$ cat config.mk
export PLATFORM = sky130hd
export DESIGN_NAME = rhh_front
export DESIGN_NICKNAME = d
export VERILOG_FILES = /design/src/sv/rhh_pkg.sv /design/src/sv/rhh_front.sv
export SDC_FILE = /design/constraint.sdc
export NUM_CORES = 1
export LEC_CHECK = 0
export BUFFER_PORTS_ARGS = -buffer_cell sky130_fd_sc_hd__buf_2
export CELL_PAD_IN_SITES_DETAIL_PLACEMENT = 1
export CELL_PAD_IN_SITES_GLOBAL_PLACEMENT = 1
export CORE_MARGIN = 3
export CORE_UTILIZATION = 51
export CTS_CLUSTER_SIZE = 25
export DETAILED_ROUTE_END_ITERATION = 10
export GPL_TIMING_DRIVEN = 0
export PLACE_DENSITY_LB_ADDON = 0.1
export SETUP_SLACK_MARGIN = 0.3
export SYNTH_ARGS = -nofsm -noshare
export SYNTH_HDL_FRONTEND = slang
export SYNTH_SLANG_ARGS = --single-unit
$ cat constraint.sdc
create_clock -name clock -period 19.8 [get_ports clock]
set_clock_uncertainty 0.1 [all_clocks]
set_input_delay 1.98 -clock clock [delete_from_list [all_inputs] [get_ports clock]]
set_output_delay 1.98 -clock clock [all_outputs]
set_load 0.005 [all_outputs]
$ cat src/sv/rhh_pkg.sv
// shared types, codes and hash helpers for the robin hood hash table
package rhh_pkg;

   // defaults for the top-level parameters
   localparam int SLOTS_DEF      = 1024;
   localparam int KEY_BYTES_DEF  = 8;
   localparam int VALUE_BITS_DEF = 32;

   // fnv-1a 64-bit constants
   localparam logic [63:0] FNV_PRIME = 64'h0000_0100_0000_01b3;
   localparam logic [63:0] FNV_BASIS = 64'hcbf2_9ce4_8422_2325;

   // operation codes
   localparam logic [1:0] FUNC_LOOKUP = 2'd0;
   localparam logic [1:0] FUNC_PUT    = 2'd1;
   localparam logic [1:0] FUNC_REMOVE = 2'd2;
   localparam logic [1:0] FUNC_CLEAR  = 2'd3;

   // result status codes
   localparam logic [2:0] ST_FOUND    = 3'd0;
   localparam logic [2:0] ST_INSERTED = 3'd1;
   localparam logic [2:0] ST_ABSENT   = 3'd2;
   localparam logic [2:0] ST_FULL     = 3'd3;
   localparam logic [2:0] ST_CLEARED  = 3'd4;

   // register indexes
   localparam logic [0:0] CSR_CAP  = 1'b0;
   localparam logic [0:0] CSR_FILL = 1'b1;

   // one hashed operation passed from front to back
   typedef struct packed {
      logic [1:0]  func;
      logic [63:0] key;
      logic [3:0]  key_len;
      logic [31:0] value;
      logic [63:0] hash;
   } job_type;

   // one fnv-1a round: xor in a byte, multiply by the prime as shift plus small product
   function automatic logic [63:0] fnv_step(input logic [63:0] h, input logic [7:0] b);
      logic [63:0] x;
      x = h ^ {56'd0, b};
      return (x << 40) + (x * 64'h1b3);
   endfunction

endpackage

$ cat src/sv/rhh_front.sv
// front end: takes requests, masks the key and hashes it one byte per cycle
module rhh_front #(
   parameter int KEY_BYTES = rhh_pkg::KEY_BYTES_DEF
) (
   input  logic             clock,
   input  logic             reset,
   input  logic             in_valid,
   output logic             in_ready,
   input  logic [1:0]       in_func,
   input  logic [63:0]      in_key,
   input  logic [3:0]       in_key_len,
   input  logic [31:0]      in_value,
   output logic             out_valid,
   input  logic             out_ready,
   output rhh_pkg::job_type out_job
);
   import rhh_pkg::*;

   localparam logic [1:0] F_IDLE = 2'd0;
   localparam logic [1:0] F_HASH = 2'd1;
   localparam logic [1:0] F_PUSH = 2'd2;

   logic [1:0]  st_ff, st_in;
   job_type     job_ff, job_in;
   logic [63:0] sh_ff, sh_in;
   logic [3:0]  left_ff, left_in;
   logic [3:0]  keep;
   logic [63:0] kmask;

   // clamp the length and build the byte mask of the kept key bytes
   always_comb begin
      keep = (in_key_len > 4'(KEY_BYTES)) ? 4'(KEY_BYTES) : in_key_len;
      for (int b = 0; b < 8; b++) begin
         kmask[b*8 +: 8] = (4'(b) < keep) ? 8'hff : 8'h00;
      end
   end

   always_comb begin
      st_in    = st_ff;
      job_in   = job_ff;
      sh_in    = sh_ff;
      left_in  = left_ff;
      in_ready = 1'b0;
      out_valid = 1'b0;
      case (st_ff)
         F_IDLE: begin
            in_ready = 1'b1;
            if (in_valid) begin
               job_in.func    = in_func;
               job_in.key     = in_key & kmask;
               job_in.key_len = keep;
               job_in.value   = in_value;
               job_in.hash    = FNV_BASIS;
               sh_in          = in_key & kmask;
               left_in        = keep;
               st_in          = (keep == 4'd0) ? F_PUSH : F_HASH;
            end
         end
         F_HASH: begin
            job_in.hash = fnv_step(job_ff.hash, sh_ff[7:0]);
            sh_in       = sh_ff >> 8;
            left_in     = left_ff - 4'd1;
            if (left_ff == 4'd1) begin
               st_in = F_PUSH;
            end
         end
         F_PUSH: begin
            out_valid = 1'b1;
            if (out_ready) begin
               st_in = F_IDLE;
            end
         end
         default: begin
            st_in = F_IDLE;
         end
      endcase
   end

   always_ff @(posedge clock) begin
      if (reset) begin
         st_ff <= F_IDLE;
      end else begin
         st_ff <= st_in;
      end
      job_ff  <= job_in;
      sh_ff   <= sh_in;
      left_ff <= left_in;
   end

   assign out_job = job_ff;

endmodule

## Word level (Yosys, flattened, before mapping)

Index checks and enable logic that the tools add are counted.

| operators by class | value |
|---|---|
| bitwise operators | 2 |
| muxes and demuxes | 22 |
| add/sub/neg operators | 2 |
| multipliers | 1 |
| eq/ne operators | 6 |
| $lt $le $gt $ge | 9 |
| reductions and logical operators | 6 |

Operators with widths:

| cell | count |
|---|---|
| case mux 64 bit (2 select lines) | 2 |
| 2-to-1 mux 64 bit | 2 |
| adder 64 bit | 1 |
| bitwise AND 64 bit | 1 |
| multiplier 64 x 9 -> 64 bit (second input constant) | 1 |
| 2-to-1 mux 8 bit | 8 |
| bitwise XOR 64 x 8 -> 64 bit | 1 |
| less-than comparator 3 x 4 -> 1 bit (first input constant) | 4 |
| less-than comparator 1 x 4 -> 1 bit (first input constant) | 2 |
| less-than comparator 2 x 4 -> 1 bit (first input constant) | 2 |
| 2-to-1 mux 2 bit | 4 |
| 2-to-1 mux 4 bit | 2 |
| case mux 4 bit (2 select lines) | 1 |
| inequality test 2 bit (second input constant) | 3 |
| case mux 2 bit (3 select lines) | 1 |
| == test 4 x 1 -> 1 bit (second input constant) | 1 |
| greater-than comparator 4 bit (second input constant) | 1 |
| logical NOT 4 bit | 1 |
| AND reduction 2 bit | 2 |
| subtractor 4 x 1 -> 4 bit (second input constant) | 1 |
| AND reduction 3 bit | 1 |
| == test 2 x 1 -> 1 bit (second input constant) | 1 |
| == test 2 bit (second input constant) | 1 |
| logical NOT 2 bit | 1 |
| other kinds (2) | 3 |

| word-level totals | value |
|---|---|
| output and inout bits | 168 |
| register bits | 236 |
| word-level logic and storage cells | 56 |
| bits of input ports | 106 |

## Logic depth before layout (Yosys ltp)

| depth | value |
|---|---|
| word-level depth | 7 |
| mapped depth | 21 |
| gate-level depth less buffers | 20 |

## Worst setup path before layout

OpenSTA, ideal clock, no wires.

| timing path | value |
|---|---|
| kind | input port to flip-flop |
| from | input in_valid |
| to | register left_ff[0] (enable) |
| slack | 11.524 ns |
| stages | 2 |
| data arrival time | 7.549 ns |
| library setup time | 0.626 ns |
| required time | 19.074 ns |
| cells stage by stage | nor2_1 nor2_1 |

| on the way | value |
|---|---|
| word-level cells in the longest chain between the ends | 2 |

RTL lines:

| what | RTL line | text |
|---|---|---|
| start: declaration | rhh_front.sv:7 | `input logic in_valid,` |
| inequality test 2 bit (no source line) | - |  |
| AND reduction 2 bit (no source line) | - |  |
| end signal: assignment | rhh_front.sv:87 | `left_ff <= left_in;` |
| end: declaration | rhh_front.sv:26 | `logic [3:0] left_ff, left_in;` |

No other way between the ends.
A chain may end at the register's enable or synchronous reset.

## Final worst setup path

| timing path | value |
|---|---|
| from | register job_ff (netlist bit out_job[6]) |
| to | register job_ff (netlist bit out_job[58]), data pin |

| on the way | value |
|---|---|
| word-level cells in the longest chain between the ends | 4 |

RTL lines:

| what | RTL line | text |
|---|---|---|
| start: declaration | rhh_front.sv:24 | `job_type job_ff, job_in;` |
| start signal: assignment | rhh_front.sv:85 | `job_ff <= job_in;` |
| bitwise XOR 64 x 8 -> 64 bit * | rhh_pkg.sv:42 | `x = h ^ {56'd0, b};` |
| multiplier 64 x 9 -> 64 bit | rhh_pkg.sv:43 | `return (x << 40) + (x * 64'h1b3);` |
| adder 64 bit * | rhh_pkg.sv:43 |  |
| case mux 64 bit (2 select lines) * | rhh_front.sv:45 | `case (st_ff)` |

Mark *: on every way between the ends. The rest lies on a longest branch, timed or not.

==> flow_metrics.tcl <==
set metrics [dict create \
    setup_viol 0 \
    dp_hpwl_um 53300 \
    crit_path_end_kind "flop" \
    clk_pin_slew_ns 0.07 \
    synth_area_per_cell_um2 10.7 \
    drc_errors 0 \
    cts_buffer_depth 3 \
    drt_iter0_drc 906 \
    dr.pass1.iters 5 \
    clockRootBuffer "clkbuf_16" \
    wire_per_inst_um 22.4 \
    area_growth_pct 14.3 \
    grt_max_degree 75 \
    cts_hold_buf 0 \
    dr_total_vias 15478 \
    worst-path-stages 21 \
    wirelength_um 63400 \
    row_count 73 \
    viasPerCell 5.47 \
    num_io_pins 274 \
    htree_levels 1 \
    yosys_register_bits 236 \
    layout_common_cells "inv_1, buf_2, edfxtp_1, fa_1, ha_1" \
    synth_enable_flop_cells 234 \
    seqCellArea_mm2 0.00707 \
    cp_cell_sequence "xnor2_1 -> inv_1 -> ha_1 -> xor2_1 -> ha_1 -> a21o_1 -> fa_1 -> inv_1 -> fa_1 -> inv_1 -> ha_1 -> ha_1 -> buf_6 -> a21o_1 -> a2111o_1 -> a41oi_2 -> nor4_2 -> a2111oi_1 -> nor4_1 -> o21a_1 -> nor3_1" \
    maxCapViolCount 0 \
    clk_latency_ns 0.55 \
    critPathLaunch "out_job[6]" \
    synth-seq-area-share_pct 33.5 \
    cts_buffers 26 \
    synth_top_area_share_pct 33.3 \
    slew_headroom_pct 31.6 \
    cp_max_fo 8 \
    final_common_cell "inv_1" \
    synth_area_leaders "edfxtp_1, fa_1, ha_1" \
    hold_violations 0 \
    fin_tns_setup_ns 0 \
    max_slew.worst_pin.slew_ns 1.02 \
    yosysTopAreaCell "edfxtp_1" \
    gp_congestion 0.970 \
    period_share_pct 35.9 \
    die_h_um 210 \
    critPathLaunchType "flop" \
    fillers 4460 \
    grt_pass1_wl_um 101000 \
    grt-ovfl-total 0 \
    fin_crit_ns 7.11 \
    ys_types 76 \
    port-buffer-count 273 \
    multiInputGateArea_mm2 0.0122 \
    synthArstFlopShare_pct 0 \
    slowest_delay_ns 0.80 \
    path_buf_inv 4 \
    core_area_mm2 0.0403 \
    r2r_cells 21 \
    die_x_um 210 \
    critical_path_arrival_ns 7.34 \
    whs_path_depth 1 \
    post_cts_buffers 0 \
    rsz0062_at_grt "no" \
    final_layout_size_suffix_gt1_share_pct 17.9 \
    critPathKind "reg2reg" \
    crit_top_cell "ha_1" \
    die_area_mm2 0.0439 \
    cp.required_ns 20.02 \
    fin_nets 2798 \
    critPathSlowestCell "xnor2_1" \
    hold_path.class "reg2reg" \
    worstHoldStart "sh_ff[14]" \
    antenna_found_initial 2 \
    grt_usage_pct 29.3 \
    synthesis.area_mm2 0.0211 \
    outcome "finished clean" \
    initial_core_util_pct 52.4 \
    crit_family "adder cells" \
    syn_inst 1978 \
    drv_slew 0 \
    cts_num_sinks 236 \
    max_freq_mhz 141 \
    first_global_vias 17521 \
    ctsResizeCount 0 \
    syn_nets 2492 \
    ant_nets 0 \
    synth_warnings 0 \
    cts_tree "yes" \
    worstReg2RegStart "out_job[6]" \
    ys.flop_type "edfxtp_1" \
]
==> logic make-up after synthesis <==
group	share of synthesized area (%)
buffers and inverters	8.89
adders and majority gates	31.7
and+or+nand+nor	9.19
AOI/OAI and AO/OA	9.03
DFF	33.5
xor gates and xnor gates	4.56
muxes	3.17
==> metrics by stage <==
stage	cell area (um2)	worst slack (ns)	hold slack [ns]	utilization [%]	std cells
4_1_cts	24100	12.85	0.445	60.0	2829
5_1_grt	24200	12.47	0.454	60.0	2830
3_3_place_gp	23100	9.06	0.429	57.5	2776
6_report	24200	12.69	0.448	60.0	2830
2_1_floorplan	21100	11.52	0.425	-	1978
3_5_place_dp	23300	12.94	0.436	57.8	2781
==> per-layer routing <==
| layer | part of all wire, % | track usage (%) | vias up |
|---|---|---|---|
| li1 | - | - | 7122 |
| met4 | 2.1 | 5.94 | 2 |
| met3 | 4.3 | 3.71 | 80 |
| met2 | 50 | 51.2 | 360 |
| met5 | 0.020 | 0 | - |
| met1 | 43 | 39.5 | 7914 |
==> worst reg2reg max path, cell delays in order (launching register included) <==
cell and delay [ns]:
edfxtp_1 0.50, xnor2_1 0.80, inv_1 0.16, ha_1 0.44, xor2_1 0.21, ha_1 0.21
a21o_1 0.18, fa_1 0.50, inv_1 0.05, fa_1 0.52, inv_1 0.04, ha_1 0.29
ha_1 0.31, buf_6 0.14, a21o_1 0.17, a2111o_1 0.42, a41oi_2 0.27, nor4_2 0.12
a2111oi_1 0.72, nor4_1 0.18, o21a_1 0.23, nor3_1 0.32
==> path summary, 6_finish.rpt <==
path / endpoint / slack [ns]
setup / recovery: out_job[58] / 12.69
hold / removal: sh_ff[6] / 0.45
setup reg to reg: out_job[58] / 12.69
hold reg to reg: sh_ff[6] / 0.45
==> synthesized netlist by cell type, types with 5 or more instances <==
| cell type | instances |
|---|---|
| nor4_1 | 7 |
| o21bai_1 | 8 |
| o31ai_1 | 5 |
| or2_2 | 6 |
| xnor2_1 | 68 |
| ha_1 | 196 |
| a21boi_0 | 8 |
| xor2_1 | 42 |
| fa_1 | 212 |
| mux2_2 | 56 |
| and2_1 | 77 |
| nor3_1 | 21 |
| o31a_1 | 6 |
| nand2_1 | 88 |
| buf_2 | 8 |
| o21a_1 | 11 |
| inv_1 | 435 |
| a21oi_1 | 88 |
| nand4_1 | 20 |
| and3_1 | 8 |
| nand3_1 | 19 |
| clkbuf_1 | 34 |
| o211ai_1 | 7 |
| nor2_1 | 85 |
| nand2b_1 | 8 |
| a31oi_1 | 13 |
| o21ai_1 | 6 |
| edfxtp_1 | 234 |
| o21ai_0 | 59 |
| a21o_1 | 50 |
| nor2b_1 | 19 |
==> sequential cells by signal, indices dropped and copies added (netlist names) <==
register and cells:
out_job 166, sh_ff 64, left_ff 4, st_ff 2
==> final cells by class <==
cell class                      count  share of cell area, %
Antenna cell                        1                 0.0104
Buffer                             52                   1.01
Clock buffer                       28                   2.73
Clock inverter                     20                  0.938
Inverter                          435                   6.76
Multi-Input combinational cell   1255                   50.5
Sequential cell                   236                   29.3
Tap cell                          525                   2.72
Timing Repair Buffer              278                   6.10
Power is left out: the tool's default activity adds up to more than one toggle a clock period on the data nets, which glitch-free logic cannot reach.
