**src/sv/rhh_pkg.sv**
```systemverilog
// shared types, codes and hash helpers for the robin hood hash table
package rhh_pkg;

   // defaults for the top-level parameters
   localparam int SLOTS_DEF      = 1024;
   localparam int KEY_BYTES_DEF  = 8;
   localparam int VALUE_BITS_DEF = 32;

   // fnv-1a 64-bit constants
   localparam logic [63:0] FNV_PRIME = 64'h0000_0100_0000_01b3;
   localparam logic [63:0] FNV_BASIS = 64'hcbf2_9ce4_8422_2325;

   // operation codes
   localparam logic [1:0] FUNC_LOOKUP = 2'd0;
   localparam logic [1:0] FUNC_PUT    = 2'd1;
   localparam logic [1:0] FUNC_REMOVE = 2'd2;
   localparam logic [1:0] FUNC_CLEAR  = 2'd3;

   // result status codes
   localparam logic [2:0] ST_FOUND    = 3'd0;
   localparam logic [2:0] ST_INSERTED = 3'd1;
   localparam logic [2:0] ST_ABSENT   = 3'd2;
   localparam logic [2:0] ST_FULL     = 3'd3;
   localparam logic [2:0] ST_CLEARED  = 3'd4;

   // register indexes
   localparam logic [0:0] CSR_CAP  = 1'b0;
   localparam logic [0:0] CSR_FILL = 1'b1;

   // one hashed operation passed from front to back
   typedef struct packed {
      logic [1:0]  func;
      logic [63:0] key;
      logic [3:0]  key_len;
      logic [31:0] value;
      logic [63:0] hash;
   } job_type;

   // one fnv-1a round: xor in a byte, multiply by the prime as shift plus small product
   function automatic logic [63:0] fnv_step(input logic [63:0] h, input logic [7:0] b);
      logic [63:0] x;
      x = h ^ {56'd0, b};
      return (x << 40) + (x * 64'h1b3);
   endfunction

endpackage

```
**src/sv/rhh_fifo.sv**
```systemverilog
// two-entry queue of hashed operations between front and back
module rhh_fifo (
   input  logic             clock,
   input  logic             reset,
   input  logic             push,
   output logic             push_ready,
   input  rhh_pkg::job_type push_job,
   input  logic             pop,
   output logic             pop_valid,
   output rhh_pkg::job_type pop_job
);
   import rhh_pkg::*;

   job_type    ent_ff [2];
   logic       wptr_ff, rptr_ff;
   logic [1:0] cnt_ff, cnt_in;
   logic       do_push, do_pop;

   assign push_ready = (cnt_ff != 2'd2);
   assign pop_valid  = (cnt_ff != 2'd0);
   assign pop_job    = ent_ff[rptr_ff];
   assign do_push    = push && push_ready;
   assign do_pop     = pop && pop_valid;

   always_comb begin
      cnt_in = cnt_ff;
      if (do_push && !do_pop) begin
         cnt_in = cnt_ff + 2'd1;
      end else if (do_pop && !do_push) begin
         cnt_in = cnt_ff - 2'd1;
      end
   end

   always_ff @(posedge clock) begin
      if (reset) begin
         wptr_ff <= 1'b0;
         rptr_ff <= 1'b0;
         cnt_ff  <= 2'd0;
      end else begin
         cnt_ff <= cnt_in;
         if (do_push) begin
            wptr_ff <= ~wptr_ff;
         end
         if (do_pop) begin
            rptr_ff <= ~rptr_ff;
         end
      end
      if (do_push) begin
         ent_ff[wptr_ff] <= push_job;
      end
   end

endmodule

```
**config.mk**
```make
export PLATFORM = sky130hd
export DESIGN_NAME = rhh_fifo
export DESIGN_NICKNAME = d
export VERILOG_FILES = /design/src/sv/rhh_pkg.sv /design/src/sv/rhh_fifo.sv
export SDC_FILE = /design/constraint.sdc
export NUM_CORES = 1
export LEC_CHECK = 0
export BUFFER_PORTS_ARGS = -buffer_cell sky130_fd_sc_hd__buf_2
export CORE_UTILIZATION = 58
export CTS_BUF_LIST = sky130_fd_sc_hd__clkbuf_4 sky130_fd_sc_hd__clkbuf_8
export DETAILED_ROUTE_END_ITERATION = 8
export PLACE_DENSITY = 0.87
export RECOVER_POWER = 100
export SYNTH_ARGS = -nofsm -noshare
export SYNTH_HDL_FRONTEND = slang
export SYNTH_SLANG_ARGS = --single-unit
```
**constraint.sdc**
```tcl
create_clock -name clock -period 10.3 [get_ports clock]
set_clock_uncertainty 0.05 [all_clocks]
set_input_delay 1.03 -clock clock [delete_from_list [all_inputs] [get_ports clock]]
set_output_delay 1.03 -clock clock [all_outputs]
set_load 0.05 [all_outputs]
```
Yosys cells after proc, flatten, opt, wreduce, memory -nomap -nowiden
Memories as Yosys holds them, arrays and structs flattened. A register that Yosys moved wholly into a read port is not among the register bits. Index checks and enable logic that the tools add are counted.

Register bits: 4. Memory bits (writable): 332. Output and inout port bits: 168. Memories: 1.

Memory list: ent_ff (depth 2, width 166, read ports 1, clocked after memory_dff 1, wr ports 1, RTL line rhh_fifo.sv:14) `job_type ent_ff [2];`.

Add/sub/neg operators: 2. Equality and inequality tests: 1. Mux-type cells: 6. Bitwise operators: 2. Reductions and logical operators: 8.

Operator list (number): 1-bit logical AND (4); 1-bit two-way mux (4); 2-bit two-way mux (2); 2-bit nonzero test (2); 2-bit by 1-bit adder with 2-bit output (second input constant) (1); 1-bit logical NOT (2); 2-bit != test (second input constant) (1); 1-bit NOT (2); 2-bit by 1-bit subtractor with 2-bit output (second input constant) (1).

Depth between registers and ports, before layout
Gate-level depths: netlist (run 1).

Depth after elaboration: 6. Gate-level depth with buffers: 6. Depth with buffers taken out: 6.

Worst setup path before layout (run 1)
Ideal clock, no wire load.

Path kind: in2reg. From: in push. To: mem ent_ff[1][0] (netlist bit), enable pin. Setup time: 547 ps. Arrival: 4883 ps. Path slack: 4820 ps. Stages: 1. Buffers on the path: 0. Path through: and3_1.

Cells in the longest elaborated chain, start to end: 3.

Ends and longest elaborated chain: start, declared (RTL line rhh_fifo.sv:5) `input logic push,`; 1-bit logical AND (RTL line rhh_fifo.sv:22) `assign do_push = push && push_ready;`; 1-bit two-way mux (RTL line rhh_fifo.sv:48) `if (do_push) begin`; 1-bit two-way mux (implied by the code) (RTL line rhh_fifo.sv:49) `ent_ff[wptr_ff] <= push_job;`; end, declared (RTL line rhh_fifo.sv:14).

No other way between the ends.

==> results of run 1 <==
Yosys cell counts, drive strengths merged:
master  count  share of area, %
a21bo       1             0.082
a21oi       2             0.082
and2        1             0.051
and3        1             0.051
buf        18               1.5
dfxtp       5              0.82
edfxtp    332                81
ha          1              0.10
inv         1             0.031
mux2      166                15
nand2b      1             0.051
nand3b      1             0.061
nor2        3             0.092
o21ai       2             0.082
or2         1             0.051
or3         1             0.051
xor2        3              0.21
worst max-delay path, stage by stage, from the launching register on:
cell and delay (ns):
dfxtp_1 0.96, clkbuf_1 2.97, mux2_2 0.61, buf_2 0.29
report_power, final:
part	switching, mW	internal (mW)	leakage [nW]	total (mW)
registers	0.0503	1.73	3.14	1.78
clock network	0.460	0.540	0.501	1.00
logic	1.10	0.386	1.55	1.48
total	1.61	2.66	5.19	4.27
metrics by stage:
stage / instance area [sq um] / setup slack, ns / util, % / power (mW) / hold slack (ns)
finish: 14850 / 3.757 / 72.47 / 4.268 / 0.4639
detailed placement: 14140 / 6.893 / 68.98 / 3.288 / 0.4505
global route: 14850 / 3.364 / 72.47 / 4.424 / 0.5288
global placement: 14140 / 6.905 / 68.98 / 3.261 / 0.4357
CTS: 15080 / 6.538 / 73.58 / 4.296 / 0.4643
floorplan: 12240 / 4.820 / - / 3.012 / 0.4205
worst min path at each step:
stage	start	end	slack, ns	cells after the start
finish	rptr_ff	flip-flop	0.46	2
floorplan	cnt_ff[1]	cnt_ff[1]	0.42	2
CTS	cnt_ff[1]	cnt_ff[1]	0.46	2
global placement	rptr_ff	flip-flop	0.44	2
global route	cnt_ff[1]	cnt_ff[1]	0.53	2
detailed placement	rptr_ff	flip-flop	0.45	2
per-layer routing:
metal / GRT usage, % / share of wire [%] / vias up
met5: 0 / 0.055 / -
met4: 8.299 / 2.5 / 2
met3: 7.360 / 9.9 / 50
met2: 39.36 / 53 / 314
met1: 23.23 / 34 / 3116
li1: - / - / 2919
final cells by class:
| type | count | share of cell area [%] |
|---|---|---|
| diodes | 1 | 0.01685 |
| clock buffers | 72 | 5.872 |
| clock inverters | 18 | 0.4718 |
| inverters | 1 | 0.03370 |
| multi-input cells | 184 | 13.39 |
| flip-flops and latches | 337 | 67.80 |
| well taps | 270 | 2.275 |
| repair buffers | 342 | 10.14 |
cells by family after synthesis:
kind of cell	Yosys count	share of synthesized area, %
and+or+nand+nor	9	0.4089
AOI/OAI and AO/OA	5	0.2453
buffers and inverters	19	1.523
xor gates and xnor gates	3	0.2146
DFF	337	82.24
adders and majority gates	1	0.1022
muxes	166	15.27
cell usage in the layout, fill, tap and decap left out, drive strengths merged, types with 2 or more instances in the layout:
master  instances
edfxtp        332
clkbuf        238
mux2          166
buf           176
a21oi           2
o21ai           2
dfxtp           5
xor2            3
nor2            3
clkinv         18
state kept, by name (all words and copies together), names as in the netlist, named ones only:
register	cells
ent_ff	332
cnt_ff	2
rptr_ff	1
wptr_ff	1
==> metrics.yaml, run 1 <==
clocking:
  ctsHoldBuffers: 0
  cts_resized: 0
  clk_latency_ns: 0.53
  cts_buffers: 50
  post_cts_buffers: 0
  clock_path_buffers: 3
  cts_root_buffer: "clkbuf_8"
  clk_pin_slew_ns: 0.05
  cts_max_level: 2
  cts_tree: "yes"
  clkSinkCount: 337
synth:
  synth_area_sq_um: 12240
  ys_types: 19
  synth_cells: 540
  syn_nets: 711
  ys_warn_count: 0
  ys_ff_latch: 337
  ys_seq_area_share_pct: 82.24
  syn_area_per_cell_sq_um: 22.67
route:
  first_pass_iters: 5
  first_iter_violations: 289
  postRouteAntennaNets: 0
  post_drt_wl_per_cell_um: 19.30
  drc: 0
  num_vias: 6401
  wirelength_mm: 23.64
  viasPerCell: 5.225
cells_and_area:
  nets: 1087
  regArea_sq_um: 10070
  final_cells: 1225
  syn2layout_area_growth_pct: 21.30
  nFillCells: 1310
  layout-drive-gt1-share_pct: 42.87
  multi_input_area_sq_um: 1988
worst_setup_path:
  path_max_fanout: 75
  endpoint: "pop_job[25]"
  setup.worst_path.class: "reg -> out"
  rrSetupSlack_ns: 4.60
  r2r-start: "cnt_ff[0]"
  r2r_end: "ent_ff[0][38]"
  worst_ep_required_time_ns: 9.22
  cp-start-kind: "flip-flop"
  arrival_ns: 5.46
  reg2regPathDepth: 4
  cp-end-kind: "output port"
die:
  pin_count: 338
  die_area_sq_um: 21700
  rows: 52
  core_sq_um: 20490
  start_util_pct: 59.74
  die_h_um: 147.3
  die_w_um: 147.3
place:
  routabilityCongestion: 0.7740
  portBuffers: 337
  place_inst: 1134
  dp_hpwl_mm: 15.55
power_and_ir_drop:
  irDropWorstVdd_mv: 0.2584
  p_per_area_nw_per_um2: 287.4
  p_leak_nw: 5.193
outcome:
  failed_checks: "capacitance limit, slew limit"
  status: "complete, but fails checks"
timing:
  period_share_pct: 63.53
  hold_viol: 0
  finalCriticalPeriod_ns: 6.543
  tightest_slew_ns: 4.369
  slew_viol_final: 396
  setup_viol: 0
  setup_tns_ns: 0
  slew_headroom_pct: -191.3
  rsz0062_at_grt: "no"
  fmax_ghz: 0.1528
global_route:
  grt_overflow_total: 0
  antenna_found_initial: 2
  grt_pass1_wl_mm: 35.43
  grt_use_total_pct: 21.70
  grt_pass1_vias: 6809
  grt_start_max_net_pins: 90
min_path:
  hold_path.class: "reg -> reg"
job:
  cap_violations: 5
No activity file was read; power rests on OpenSTA's default activity.
==> run 2: changes to the inputs <==
CORE_UTILIZATION = 49   (was 58)
PLACE_DENSITY = 0.78   (was 0.87)
clock period = 5.8 ns   (was 10.3 ns; I/O delays follow)
==> metrics.yaml, run 2 (synthesis results as in run 1) <==
route:
  postRouteAntennaNets: 0
  dr_wl_met3_mm: 2.040
  post_drt_wl_per_cell_um: 18.17
  dr_wl_met2_mm: 12.02
  viasPerCell: 4.963
  highest-signal-layer: "met5"
  first_iter_violations: 369
  drc: 0
  met1_length_mm: 8.544
  num_vias: 6357
  first_pass_iters: 4
  wirelength_mm: 23.27
clocking:
  ctsHoldBuffers: 0
  post_cts_buffers: 0
  clk_latency_ns: 0.54
  cts_tree: "yes"
  clock_path_buffers: 3
  cts_max_level: 2
  clk_pin_slew_ns: 0.07
  clkSinkCount: 337
  cts_root_buffer: "clkbuf_8"
  cts_buffers: 52
  cts_resized: 0
outcome:
  failed_checks: "capacitance limit, slew limit"
  status: "complete, but fails checks"
cells_and_area:
  reg_top3: "ent_ff x332, cnt_ff x2"
  final_common_cell: "edfxtp_1"
  nFillCells: 1912
  final_cell_mix: "edfxtp_1, clkbuf_1, mux2_2"
  largest_register_ffs: 332
  largest-register: "ent_ff"
  layout-drive-gt1-share_pct: 37.66
  nets: 1088
  syn2layout_area_growth_pct: 22.03
power_and_ir_drop:
  p_per_area_nw_per_um2: 506.3
  p_int_mw: 4.688
  irDropWorstVdd_mv: 0.3224
  power.share.clock_pct: 25.0
  p_leak_nw: 5.075
  p_sw_share_pct: 38.03
  seqPwrFrac_pct: 41.9
  p_switching_mw: 2.877
  combPwrFrac_pct: 33.1
  total_power_mw: 7.565
global_route:
  grt_overflow_total: 0
  grt_pass1_wl_mm: 35.17
  grt_pass1_vias: 6744
  antenna_found_initial: 4
  grt_use_total_pct: 17.86
  grt_start_max_net_pins: 118
timing:
  whs_ns: 0.1614
  tightest_slew_ns: 3.015
  fin_ws_ns: 1.839
  fmax_ghz: 0.2524
  slew_viol_final: 142
  finalCriticalPeriod_ns: 3.961
  rsz0062_at_grt: "no"
  hold_viol: 0
  slew_headroom_pct: -101.0
  period_share_pct: 68.30
  setup_tns_ns: 0
  setup_viol: 0
place:
  routabilityCongestion: 0.7511
  pre_cts_slack_ns: 3.081
  portBuffers: 337
  dp_hpwl_mm: 15.03
worst_setup_path:
  worst_ep_required_time_ns: 5.93
  slowest_stage: "and3_1"
  path_cells: "nand2b_1, and3_1, buf_12"
  slowest_delay_ns: 2.24
  cp-start-kind: "flip-flop"
  setup.worst_path.class: "reg -> reg"
  arrival_ns: 4.09
  cp-end-kind: "flip-flop"
  path_max_fanout: 104
die:
  start_util_pct: 50.20
  die_h_um: 160.1
  core_sq_um: 24390
  die_w_um: 160.1
  rows: 57
  pin_count: 338
  die_area_sq_um: 25620
job:
  cap_violations: 3
min_path:
  hold_path.class: "in -> reg"
[run 2: changes by cell type in the layout (fill, tap and decap cells not counted), sizes merged]
| cell | previous run | this run |
|---|---|---|
| bufinv | 0 | 2 |
| inv | 0 | 1 |
| clkinv | 18 | 20 |
| buf | 176 | 119 |
| clkbuf | 238 | 292 |
[run 2: per-stage QoR]
| step | utilization [%] | std cells | cell area (sq um) |
|---|---|---|---|
| 4_1_cts | 62.43 | 1280 | 15230 |
| 3_3_place_gp | 58.31 | 1187 | 14220 |
| 3_5_place_dp | 58.31 | 1187 | 14220 |
| 2_1_floorplan | - | 540 | 12240 |
| 5_1_grt | 61.25 | 1280 | 14940 |
| 6_report | 61.26 | 1281 | 14940 |
[run 2: path summary, 6_finish.rpt]
check | cells past startpoint | from | slack, ns | endpoint
setup reg to reg | 3 | cnt_ff[0] | 1.84 | ent_ff[1][35]
hold / removal | 1 | push_job[8] | 0.16 | ent_ff[0][8]
hold reg to reg | 2 | rptr_ff | 0.45 | rptr_ff
setup / recovery | 3 | cnt_ff[0] | 1.84 | ent_ff[1][35]
[run 2: per-layer routing]
layer,vias to the layer above,track usage (%)
met5,-,0
met2,264,31.23
li1,2927,-
met1,3113,19.74
met3,49,6.519
met4,4,7.056
[run 2: layout make-up]
class	instances	area, sq um	share of cell area (%)
diodes	1	2.502	0.01675
clock buffers	70	857.1	5.736
clock inverters	23	147.6	0.9881
inverters	1	8.758	0.05862
multi-input cells	184	1988	13.31
flip-flops and latches	337	10070	67.42
well taps	324	405.4	2.713
repair buffers	341	1459	9.764
[run 2: power by group through the flow]
stage / combinational [mW] / clock [mW] / sequential (mW)
detailed placement: 2.62 / 0 / 3.22
finish: 2.50 / 1.89 / 3.17
floorplan: 2.16 / 0 / 3.19
global placement: 2.61 / 0 / 3.20
global route: 2.61 / 2.04 / 3.20
CTS: 2.63 / 1.94 / 3.17
[run 2: critical path, delay by kind of cell (launching register included)]
kind,cells,cell delay [ns]
buffers and inverters,1,0.49
flip-flops,1,0.40
AND/OR/NAND/NOR,2,2.48
==> run 3: changes to the inputs <==
CORE_UTILIZATION = 54   (was 49)
PLACE_DENSITY = 0.82   (was 0.78)
clock period = 3.8 ns   (was 5.8 ns; I/O delays follow)
==> metrics.yaml, run 3 (synthesis results as in run 1) <==
outcome:
  status: "complete, but fails checks"
  failed_checks: "DRC"
cells_and_area:
  layout-drive-gt1-share_pct: 29.90
  final_cell_mix: "edfxtp_1, clkbuf_1, dlygate4sd3_1"
  fin_area_sq_um: 16570
  fin_util_pct: 75.24
  syn2layout_area_growth_pct: 35.35
  largest_register_ffs: 332
  final_common_cell: "edfxtp_1"
  final_cells: 1409
  largest-register: "ent_ff"
  nets: 1261
  reg_top3: "ent_ff x332, cnt_ff x2"
global_route:
  grt_pass1_wl_mm: 43.61
  use_met1_pct: 25.86
  grt_overflow_total: 0
  use_met2_pct: 45.87
  grtUsageMet3_pct: 6.854
  grt_use_total_pct: 24.75
  grt_start_max_net_pins: 70
  antenna_found_initial: 2
  busiest_layer: "met2"
  grt_pass1_vias: 8142
die:
  start_util_pct: 55.59
  pin_count: 338
  die_h_um: 152.6
  rows: 54
  die_area_sq_um: 23280
  die_w_um: 152.6
  core_sq_um: 22030
worst_setup_path:
  setup.worst_path.class: "reg -> out"
  r2r_end: "ent_ff[1][97]"
  endpoint: "pop_job[30]"
  path_max_fanout: 69
  slowest_delay_ns: 1.04
  worst_ep_required_time_ns: 3.37
  cp-start-kind: "flip-flop"
  cp_num_buf_inv: 2
  path_cells: "buf_12, mux2_2, clkbuf_1"
  cp-end-kind: "output port"
  rrSetupSlack_ns: 0.68
  slowest_stage: "dfxtp_2"
  reg2regPathDepth: 3
  arrival_ns: 2.78
  cp_top_family: "flip-flops"
  path_depth: 3
  r2r-start: "cnt_ff[0]"
timing:
  setup_tns_ns: 0
  rsz0062_at_grt: "no"
  slew_headroom_pct: 6.386
  period_share_pct: 84.41
  tightest_slew_ns: 1.404
  setup_viol: 0
  finalCriticalPeriod_ns: 3.208
  fmax_ghz: 0.3118
  hold_viol: 0
  fin_ws_ns: 0.5923
  slew_viol_final: 0
  whs_ns: 0.1019
clocking:
  clk_pin_slew_ns: 0.06
  cts_root_buffer: "clkbuf_8"
  clock_path_buffers: 3
  post_cts_buffers: 0
  clkSinkCount: 337
  cts_max_level: 2
  cts_resized: 0
  cts_tree: "yes"
  cts_buffers: 53
  ctsHoldBuffers: 167
  clk_latency_ns: 0.55
power_and_ir_drop:
  seqPwrFrac_pct: 40.7
  combPwrFrac_pct: 34.2
  p_switching_mw: 4.549
  p_leak_nw: 5.692
  p_per_area_nw_per_um2: 718.2
  total_power_mw: 11.90
  power.share.clock_pct: 25.1
  p_sw_share_pct: 38.22
  p_int_mw: 7.352
  irDropWorstVdd_mv: 0.4608
min_path:
  hold_path.class: "in -> reg"
route:
  post_drt_wl_per_cell_um: 20.36
  wirelength_mm: 28.69
  first_pass_iters: 7
  drc: 20
  num_vias: 7210
  viasPerCell: 5.117
  postRouteAntennaNets: 0
  first_iter_violations: 459
place:
  dp_hpwl_mm: 15.54
  place_inst: 1148
  pre_cts_slack_ns: 1.497
  portBuffers: 337
  dpl_cell_area_sq_um: 14260
  routabilityCongestion: 0.7829
job:
  cap_violations: 0
[run 3: cell types whose count changed in the layout (fill, tap and decap cells not counted), sizes merged]
cell         change
dlygate4sd3    +167
clkbuf          +59
buf             -43
clkinv          -12
clkinvlp         +2
bufinv           -1
diode            +1
inv              -1
[run 3: power by group through the flow]
stage	clock, mW	sequential [mW]	combinational [mW]
floorplan	0	4.83	3.30
global placement	0	4.87	4.03
detailed placement	0	4.90	4.06
CTS	3.01	4.83	4.22
global route	3.22	4.89	4.23
finish	2.99	4.84	4.07
[run 3: layout make-up]
| cell class | instances | area, sq um |
|---|---|---|
| clock inverter | 11 | 76.32 |
| multi-input combinational | 184 | 1989 |
| clock buffer | 81 | 952.2 |
| tap | 280 | 350.3 |
| inverter | 1 | 7.507 |
| timing repair buffer | 513 | 3120 |
| fill | 1334 | 5454 |
| antenna | 2 | 5.005 |
| sequential | 337 | 10070 |
[run 3: how the worst min path moves through the flow]
stage,cells past startpoint,end,start,slack (ns)
2_1_floorplan,1,cnt_ff[1],reset,0.40
3_3_place_gp,2,rptr_ff,rptr_ff,0.44
3_5_place_dp,2,rptr_ff,rptr_ff,0.46
4_1_cts,3,wptr_ff,push,0.07
5_1_grt,3,wptr_ff,push,0.07
6_report,3,wptr_ff,push,0.10
[run 3: layer usage]
metal  vias up  part of all wire (%)
met4         0                   3.8
li1       3275                     -
met2       352                    54
met1      3502                    35
met3        81                   7.5
met5         -                     0
[run 3: worst reg2reg max path: cells and delay by family, from the launching register on]
kind / cells / cell delay (ns)
simple gates: 2 / 1.34
flops: 1 / 0.40
buf+inv: 1 / 0.91
